===== config.mk =====
export PLATFORM = sky130hd
export DESIGN_NAME = tcr_ctrl
export DESIGN_NICKNAME = d
export VERILOG_FILES = /design/src/hw/rtl/tcr_pkg.sv /design/src/hw/rtl/tcr_ctrl.sv
export SDC_FILE = /design/constraint.sdc
export NUM_CORES = 1
export LEC_CHECK = 0
export ABC_AREA = 0
export BUFFER_PORTS_ARGS = -buffer_cell sky130_fd_sc_hd__buf_2
export CAP_MARGIN = 15
export CORE_AREA = 4 4 41 43
export CTS_BUF_LIST = sky130_fd_sc_hd__clkbuf_16
export CTS_CLUSTER_DIAMETER = 30
export DETAILED_ROUTE_END_ITERATION = 7
export DIE_AREA = 0 0 45 47
export PLACE_DENSITY = 0.7
export SETUP_SLACK_MARGIN = 0.5
export SLEW_MARGIN = 40
export SYNTH_ARGS = -nofsm -noshare
export SYNTH_HDL_FRONTEND = slang
export SYNTH_SLANG_ARGS = --single-unit
export TNS_END_PERCENT = 30

===== constraint.sdc =====
create_clock -name clk -period 1.3 [get_ports clk]
set_clock_uncertainty 0.05 [all_clocks]
set_input_delay 0.065 -clock clk [delete_from_list [all_inputs] [get_ports clk]]
set_output_delay 0.065 -clock clk [all_outputs]
set_load 0.05 [all_outputs]

===== src/hw/rtl/tcr_pkg.sv =====
// Shared types, constants and codes for the text console renderer.
// Used by tcr_ctrl, tcr_datapath and text_console_renderer.
`default_nettype none
package tcr_pkg;

  localparam int COLUMNS = 80;
  localparam int ROWS    = 25;
  localparam int CELLS   = ROWS * COLUMNS;
  localparam int ADDR_W  = $clog2(CELLS);
  localparam int ROW_W   = $clog2(ROWS);
  localparam int COL_W   = $clog2(COLUMNS);
  localparam int PADDR_W = 3;

  localparam logic [7:0] BLANK_CHAR = 8'h20;
  localparam logic [7:0] ATTR_RESET = 8'he1;
  localparam logic [7:0] CH_BS      = 8'd8;
  localparam logic [7:0] CH_TAB     = 8'd9;
  localparam logic [7:0] CH_NL      = 8'd10;
  localparam logic [7:0] CH_CR      = 8'd13;

  localparam logic [7:0] GC_CSRFORM   = 8'h4b;
  localparam logic [7:0] GC_FORM_P0   = 8'h8f;
  localparam logic [7:0] GC_FORM_P1   = 8'h20;
  localparam logic [7:0] GC_FORM_P2   = 8'h7b;
  localparam logic [7:0] GC_CSRW      = 8'h49;
  localparam logic [2:0] LAST_BYTE_IX = 3'd6;

  localparam logic [1:0] OP_PUT   = 2'd0;
  localparam logic [1:0] OP_CLEAR = 2'd1;
  localparam logic [1:0] OP_READ  = 2'd2;

  localparam logic [1:0] KIND_BYTE  = 2'd0;
  localparam logic [1:0] KIND_CELL  = 2'd1;
  localparam logic [1:0] KIND_SUPPR = 2'd2;

  localparam logic [0:0] REG_SUSPENDED = 1'b0;
  localparam logic [0:0] REG_ATTRIBUTE = 1'b1;

  localparam logic [1:0] CUR_HOLD = 2'd0;
  localparam logic [1:0] CUR_HOME = 2'd1;
  localparam logic [1:0] CUR_PUT  = 2'd2;

  localparam logic [2:0] MEM_NONE    = 3'd0;
  localparam logic [2:0] MEM_INIT    = 3'd1;
  localparam logic [2:0] MEM_FILL    = 3'd2;
  localparam logic [2:0] MEM_PUT     = 3'd3;
  localparam logic [2:0] MEM_MOVE_RD = 3'd4;
  localparam logic [2:0] MEM_MOVE_WR = 3'd5;
  localparam logic [2:0] MEM_READ    = 3'd6;

  localparam logic [1:0] CNT_HOLD      = 2'd0;
  localparam logic [1:0] CNT_ZERO      = 2'd1;
  localparam logic [1:0] CNT_INC       = 2'd2;
  localparam logic [1:0] CNT_BLANK_ROW = 2'd3;

  localparam logic [1:0] OUT_NONE = 2'd0;
  localparam logic [1:0] OUT_BYTE = 2'd1;
  localparam logic [1:0] OUT_CELL = 2'd2;

  typedef struct packed {
    logic       load;
    logic [1:0] cur_op;
    logic [2:0] mem_op;
    logic [1:0] cnt_op;
    logic [1:0] out_op;
  } tcr_cmd_t;

  typedef struct packed {
    logic need_scroll;
    logic last_cell;
    logic last_move;
    logic last_byte;
  } tcr_status_t;

endpackage
`default_nettype wire


===== src/hw/rtl/tcr_ctrl.sv =====
// Controller state machine for the text console renderer.
// Depends on tcr_pkg; drives the command struct of tcr_datapath.
`default_nettype none
module tcr_ctrl (
  input  wire logic                clk,
  input  wire logic                rst,
  input  wire logic                start,
  input  wire logic [1:0]          operation,
  input  wire logic                suspended,
  input  wire tcr_pkg::tcr_status_t status,
  output tcr_pkg::tcr_cmd_t        cmd,
  output logic                     busy
);
  import tcr_pkg::*;

  localparam logic [3:0] S_INIT    = 4'd0;
  localparam logic [3:0] S_IDLE    = 4'd1;
  localparam logic [3:0] S_PUT     = 4'd2;
  localparam logic [3:0] S_SCR_RD  = 4'd3;
  localparam logic [3:0] S_SCR_WR  = 4'd4;
  localparam logic [3:0] S_FILL    = 4'd5;
  localparam logic [3:0] S_EMIT    = 4'd6;
  localparam logic [3:0] S_RD_ADDR = 4'd7;
  localparam logic [3:0] S_RD_OUT  = 4'd8;

  logic [3:0] state;
  logic [3:0] state_next;

  always_ff @(posedge clk) begin
    if (rst) begin
      state <= S_INIT;
    end else begin
      state <= state_next;
    end
  end

  assign busy = (state != S_IDLE);

  always_comb begin
    state_next = state;
    cmd = '0;
    case (state)
      S_INIT: begin
        cmd.mem_op = MEM_INIT;
        if (status.last_cell) begin
          state_next = S_IDLE;
        end else begin
          cmd.cnt_op = CNT_INC;
        end
      end
      S_IDLE: begin
        if (start) begin
          cmd.load = 1'b1;
          case (operation)
            OP_PUT: state_next = S_PUT;
            OP_CLEAR: begin
              cmd.cur_op = CUR_HOME;
              cmd.cnt_op = CNT_ZERO;
              state_next = suspended ? S_EMIT : S_FILL;
            end
            OP_READ: state_next = S_RD_ADDR;
            default: state_next = S_IDLE;
          endcase
        end
      end
      S_PUT: begin
        cmd.cur_op = CUR_PUT;
        cmd.mem_op = MEM_PUT;
        cmd.cnt_op = CNT_ZERO;
        state_next = status.need_scroll ? S_SCR_RD : S_EMIT;
      end
      S_SCR_RD: begin
        cmd.mem_op = MEM_MOVE_RD;
        state_next = S_SCR_WR;
      end
      S_SCR_WR: begin
        cmd.mem_op = MEM_MOVE_WR;
        if (status.last_move) begin
          cmd.cnt_op = CNT_BLANK_ROW;
          state_next = S_FILL;
        end else begin
          cmd.cnt_op = CNT_INC;
          state_next = S_SCR_RD;
        end
      end
      S_FILL: begin
        cmd.mem_op = MEM_FILL;
        if (status.last_cell) begin
          cmd.cnt_op = CNT_ZERO;
          state_next = S_EMIT;
        end else begin
          cmd.cnt_op = CNT_INC;
        end
      end
      S_EMIT: begin
        cmd.out_op = OUT_BYTE;
        cmd.cnt_op = CNT_INC;
        if (suspended || status.last_byte) begin
          state_next = S_IDLE;
        end
      end
      S_RD_ADDR: begin
        cmd.mem_op = MEM_READ;
        state_next = S_RD_OUT;
      end
      S_RD_OUT: begin
        cmd.out_op = OUT_CELL;
        state_next = S_IDLE;
      end
      default: state_next = S_INIT;
    endcase
  end

endmodule
`default_nettype wire


* Yosys cells after proc, flatten, opt, wreduce, memory -nomap -nowiden
Cells that the tools add are included.
Widths: inputs -> output; s select.
** Word-level totals
- Output and inout bits :: 11
- Memories kept :: 0
- Word-level logic and storage cells :: 40
- Bits in read-only memories :: 0
- Bits in writable memories :: 0
- Latch bits :: 0
- Bits in registers :: 4
** Operators by class
- Divide/modulo/power cells :: 0
- $add $sub $neg :: 0
- Reductions and logical operators :: 4
- Shift operators :: 0
- Equality and inequality tests :: 15
- Bitwise gates (word level) :: 0
- Multiply operators :: 0
- $lt $le $gt $ge :: 0
- Muxes and demuxes :: 20
** Operator list (count)
- $pmux 4 s9 :: 1
- $pmux 3 s6 :: 1
- $eq 4x3->1 const B :: 4
- $mux 4 :: 4
- $pmux 2 s6 :: 1
- $mux 3 :: 3
- $pmux 3 s3 :: 1
- $eq 4x2->1 const B :: 2
- $ne 2x2->1 const B :: 4
- $pmux 2 s2 :: 2
- $mux 2 :: 3
- $eq 4x1->1 const B :: 1
- $eq 4x4->1 const B :: 1
- $logic_not 4->1 :: 1
- $mux 1 :: 4
- $ne 4x1->1 const B :: 1
- $reduce_and 4->1 :: 1
- $eq 2x1->1 const B :: 1
- $eq 2x2->1 const B :: 1
- $logic_not 2->1 :: 1
- $logic_or 1x1->1 :: 1

* Logic depth before layout (Yosys ltp)
Gate-level depths: netlist of run 1.
- Depth after elaboration :: 4
- Gate-level depth with buffers :: 6
- Depth with buffers taken out :: 6

* Worst setup path after synthesis of run 1
OpenSTA, ideal clock, no wires.
- Kind :: reg2out
- Start :: reg state[0]
- End :: out cmd[1] in the netlist's numbering
- Slack :: -1.007 ns
- Path buffers :: 2
- Stages on the path, launching flop included :: 4
- Arrival time :: 2.192 ns
- Required time :: 1.185 ns
- Cells stage by stage :: dfxtp_1 > buf_6 > buf_2 > nor4b_1
** RTL lines
- start: declaration :: line tcr_ctrl.sv:26 : logic [3:0] state;
- start signal: assignment :: line tcr_ctrl.sv:33 : state <= state_next;
- end: declaration :: line tcr_ctrl.sv:11 : output tcr_pkg::tcr_cmd_t cmd,

==> results.toml, run 1 <==
[status]
status = "complete, but fails checks"
violations = "negative setup slack"

[synth]
ys.flop_type = "dfxtp_1"
ys_warn_count = 0
ys_seq_elements = 4
synth.distinct_cells = 28
synth_commonest_cells = "nor2_1, nand2_1, nor2b_1, nor3_1"
netlist.area_leader.share_pct = 15.8
yosysSeqAreaShare_pct = 15.8
synth_cells = 71
syn_area_per_cell_sq_um = 7.15
synth_area_leaders = "dfxtp_1, ha_1, nor2b_1"
synth.cell_area_sq_um = 508
async_flop_share_pct = 0
synth_edf_count = 0
yosys.area.top_type = "dfxtp_1"
syn_nets = 85
synth.most_common_cell = "nor2_1"

[floorplan]
io_pins = 21
core_sq_um = 1300
rows = 13
die_area_sq_um = 2120
die_y_microns = 47
initial_utilization_pct = 39.0
dieWidth_microns = 45

[worst_setup_path]
start_kind = "flop"
end_kind = "output port"
rr_worst_depth = 6
cp_max_fo = 5
ff2ff_setup_slack_ns = -0.25
rr_endpoint = "state[0]$_SDFFE_PP0P_"
timing_worst_setup_path_type = "flop to output port"
reg2reg_from = "state[2]$_SDFFE_PP0P_"
crit_required_ns = 1.19
cp.arrival_ns = 1.45

[layout]
area_growth_pct = 137
nets = 135
top_register = "state"
final_cells = 134
fillers = 49
drive_above_1_share_pct = 69.7
largest_register_ffs = 4
diodes = 0
top_regs = "state x4"

[grt]
grt_pass1_wl_microns = 3140
grt-ovfl-total = 0
grt_use_total_pct = 21.1
grt_pass1_vias = 703
grt_antenna_before_repair = 0
grt_max_degree = 10

[power_and_ir_drop]
power.leakage_nw = 0.573
ir_worst_vdd_mv = 1.28
cellPowerDensity_nw_per_um2 = 1710

[drt]
avgViaCountPerCell = 5.75
drc = 0
drtAntennaViolNets = 0
wl_per_cell_microns = 19.7
finalWirelength_microns = 2650
first_pass_iters = 5
via_count = 770
dr.first_iter.drc_count = 17

[timing]
min_period_over_period_pct = 121
worst_pin_slew_ns = 0.263
fmax_mhz = 637
hold_ws_ns = 0.0291
slew-limit-headroom_pct = 82.4
fin_ws_ns = -0.270
maxSlewViolCount = 0
grt_setup_unrepaired = "yes"
hold_violations = 0
fin_crit_ns = 1.57
setup_violations = 13

[placed_design]
hpwl_microns = 1250
port_buffers = 20
routabilityCongestion = 0.818
place_inst = 120

[clocking]
htree_num_levels = 1
cts_max_path_buffers = 2
cts_inserted_buffers = 3
clk_latency_ns = 0.23
cts-root-buf = "clkbuf_16"
cts_tree = "done"
clk_pin_slew_ns = 0.03
clock_sinks = 4

[hold_path]
hold_path_class = "input pin to flop"
min-delay-start = "rst"
hold_depth = 2
hold_path_end = "state[3]$_SDFFE_PP0P_"

[flow_run]
max-cap-violations = 0
## metal layers
| metal | part of all wire (%) | vias to the layer above | global-route usage, % |
|---|---|---|---|
| li1 | - | 347 | - |
| met1 | 38 | 380 | 22.3 |
| met2 | 53 | 35 | 38.1 |
| met3 | 4.2 | 8 | 3.83 |
| met4 | 4.0 | 0 | 14.0 |
| met5 | 0 | - | 0 |
## how the worst max path moves through the flow
stage                           from                    end  slack, ns  cells after the start
3_5_place_dp   state[0]$_SDFFE_PP0P_  state[0]$_SDFFE_PP0P_      -0.21                      4
4_1_cts        state[2]$_SDFFE_PP0P_                 cmd[2]      -0.22                      6
5_1_grt        state[2]$_SDFFE_PP0P_                 cmd[6]      -0.30                      6
6_report       state[2]$_SDFFE_PP0P_                 cmd[6]      -0.27                      6
3_3_place_gp   state[0]$_SDFFE_PP0P_  state[0]$_SDFFE_PP0P_      -0.17                      4
2_1_floorplan  state[0]$_SDFFE_PP0P_                 cmd[2]      -0.18                      5
## where the power goes
part,switching [W],internal [W]
sequential,0.0000414,0.000156
clock,0.000108,0.000395
combinational,0.000718,0.000647
total,0.000867,0.00120
## critical path: stages, from the launching register on
cell,delay (ns)
dfxtp_2,0.35
buf_12,0.12
buf_12,0.11
nor2b_2,0.22
mux2i_1,0.14
nor2_2,0.12
buf_6,0.16
## area by class of cell
type | instances | area [sq um] | share of cell area [%]
multi-input cells | 59 | 549 | 45.6
clock buffers | 3 | 75.1 | 6.23
repair buffers | 50 | 460 | 38.2
flip-flops and latches | 4 | 90.1 | 7.48
well taps | 15 | 18.8 | 1.56
inverters | 3 | 11.3 | 0.935
## cell families after synthesis
| group | count (synthesis) | synth area share [%] |
|---|---|---|
| compound gates | 14 | 16.8 |
| fa+ha+maj | 4 | 9.85 |
| simple gates | 37 | 41.1 |
| buf+inv | 8 | 8.37 |
| flops | 4 | 15.8 |
| mux | 4 | 8.13 |
## what timing repair did
| item | CTS | global route |
|---|---|---|
| pin swaps | 3 | 8 |
| cloned | 0 | 0 |
| endpoints found under the setup margin | 15 | 15 |
| gates resized for setup | 33 | 19 |
| hold buffers | 0 | 0 |
| setup buffers | 7 | 4 |
## metrics by stage
| stage | setup slack [ns] | cell area [sq um] | setup TNS (ns) | power [W] | utilization [%] |
|---|---|---|---|---|---|
| after global routing | -0.303 | 1200 | -2.83 | 0.00215 | 92.6 |
| final | -0.270 | 1200 | -2.38 | 0.00207 | 92.6 |
| after floorplan | -0.175 | 614 | -0.625 | 0.000868 | - |
| after detailed placement | -0.208 | 845 | -0.778 | 0.00116 | 64.9 |
| after CTS | -0.218 | 1080 | -1.49 | 0.00185 | 83.3 |
| after global placement | -0.166 | 845 | -0.544 | 0.00114 | 64.9 |
## cells in the final DEF, fill, tap and decap left out, types with 2 or more instances in the layout
cell and n:
buf_4 20, buf_6 16, buf_2 9, nand2_1 5, nor2_1 4, ha_1 4
inv_1 3, a21oi_2 3, mux2i_1 3, o21ai_0 3, nor2b_1 3, clkbuf_16 3
buf_8 3, nor3_4 2, nand2b_1 2, nor2_4 2, nor2_2 2, nor3_2 2
buf_12 2, dfxtp_4 2, dfxtp_2 2
Note: power is estimated with default switching activity, not from simulation.
==> run 2, diff against run 1 <==
--- a/config.mk
+++ b/config.mk
@@ -13,6 +13,7 @@
 export CTS_CLUSTER_DIAMETER = 30
 export DETAILED_ROUTE_END_ITERATION = 7
 export DIE_AREA = 0 0 45 47
+export MAX_ROUTING_LAYER = met4
 export PLACE_DENSITY = 0.7
 export SETUP_SLACK_MARGIN = 0.5
 export SLEW_MARGIN = 40
==> run 2 against run 1 <==
The run still ends with negative setup slack left. Critical path depth stayed put. Register-to-register slack hardly changed. Clock power hardly changed. Sequential power hardly changed. Via count is 2.6% higher. Critical endpoint unchanged.
==> results.toml, run 2 (synthesis results as in run 1) <==
[timing]
grt_setup_unrepaired = "yes"
fmax_mhz = 633
slew-limit-headroom_pct = 82.3
hold_ws_ns = 0.0340
min_period_over_period_pct = 122
fin_ws_ns = -0.280
maxSlewViolCount = 0
hold_violations = 0
setup_violations = 13
fin_crit_ns = 1.58
worst_pin_slew_ns = 0.264

[floorplan]
core_sq_um = 1300
initial_utilization_pct = 39.0
io_pins = 21
die_area_sq_um = 2120
dieWidth_microns = 45
rows = 13
die_y_microns = 47

[layout]
ff_latch_area_sq_um = 90.1
diodes = 0
top_regs = "state x4"
mostFrequentLayoutCell = "buf_4"
final_cell_mix = "buf_4, buf_6, buf_2"
area_growth_pct = 137
drive_above_1_share_pct = 69.7
nets = 135
fillers = 49
final_cells = 134
multi_input_area_sq_um = 549
largest_register_ffs = 4
top_register = "state"
post-route-util_pct = 92.6

[worst_setup_path]
timing_worst_setup_path_type = "flop to output port"
end_kind = "output port"
cp_max_fo = 5
crit_required_ns = 1.19
cp.arrival_ns = 1.46
start_kind = "flop"

[grt]
grt_use_total_pct = 21.8
grt_pass1_vias = 704
grt_pass1_wl_microns = 3130
grt-ovfl-total = 0
grt_antenna_before_repair = 0
grt_max_degree = 10

[drt]
wl_per_cell_microns = 20.0
dr.first_iter.drc_count = 19
avgViaCountPerCell = 5.90
drc = 0
via_count = 790
drtAntennaViolNets = 0
finalWirelength_microns = 2680
first_pass_iters = 4

[status]
status = "complete, but fails checks"
violations = "negative setup slack"

[clocking]
htree_num_levels = 1
cts_tree = "done"
clk_pin_slew_ns = 0.03
clk_latency_ns = 0.23
cts_max_path_buffers = 2
cts-root-buf = "clkbuf_16"
clock_sinks = 4
cts_inserted_buffers = 3

[power_and_ir_drop]
power.leakage_nw = 0.573
cellPowerDensity_nw_per_um2 = 1720
seq_power_share_pct = 9.6
p_total_w = 0.00207
netSwitchingFraction_pct = 42.0
p_clk_share_pct = 24.3
p_int_w = 0.00120
p_sw_w = 0.000868
combPwrFrac_pct = 66.1
ir_worst_vdd_mv = 1.28

[placed_design]
routabilityCongestion = 0.831
hpwl_microns = 1250
place_inst = 120
port_buffers = 20
place_ws_ns = -0.208

[hold_path]
hold_path_class = "input pin to flop"

[flow_run]
max-cap-violations = 0
==> run 2: cell counts in the layout (fill, tap and decap cells not counted) <==
No cell type changed its count.
==> run 2: power by group through the flow <==
stage,combinational (W),sequential (W),clock (W)
global route,0.00142,0.000200,0.000523
global placement,0.000955,0.000183,0
finish,0.00137,0.000198,0.000503
floorplan,0.000698,0.000170,0
detailed placement,0.000971,0.000185,0
CTS,0.00116,0.000195,0.000489
==> run 2: final timing paths <==
check	end	depth (start not counted)	slack, ns	start
setup reg to reg	state[0]$_SDFFE_PP0P_	6	-0.25	state[2]$_SDFFE_PP0P_
setup / recovery	cmd[6]	6	-0.28	state[2]$_SDFFE_PP0P_
hold reg to reg	state[3]$_SDFFE_PP0P_	2	0.50	state[2]$_SDFFE_PP0P_
hold / removal	state[3]$_SDFFE_PP0P_	2	0.03	rst
==> run 2: repair_timing <==
| item | in CTS | in global routing |
|---|---|---|
| resized for setup | 33 | 19 |
| pin swaps | 3 | 8 |
| buffers inserted | 7 | 4 |
| setup endpoints to repair | 15 | 15 |
| hold buffers | 0 | 0 |
==> run 2: metal layers <==
metal  part of all wire (%)  vias to the layer above  GRT usage, %
li1                       -                      349             -
met1                     36                      381          22.3
met2                     52                       47          38.1
met3                    7.2                       13          3.83
met4                    4.4                        0          14.0
met5                      0                        -             -
==> run 2: layout make-up <==
cell class                 count  share of cell area (%)
inverter                       3                   0.935
timing repair buffer          50                    38.2
tap                           15                    1.56
sequential                     4                    7.48
multi-input combinational     59                    45.6
clock buffer                   3                    6.23
==> run 2: through the flow <==
stage | TNS, ns | area, sq um
after floorplan | -0.625 | 614
after global placement | -0.544 | 845
after detailed placement | -0.778 | 845
after CTS | -1.49 | 1080
after global routing | -2.83 | 1200
final | -2.39 | 1200
==> run 2: worst max-delay path: stages, from the launching register on <==
cell     delay [ns]
dfxtp_2        0.35
buf_12         0.12
buf_12         0.11
nor2b_2        0.22
mux2i_1        0.14
nor2_2         0.12
buf_6          0.16
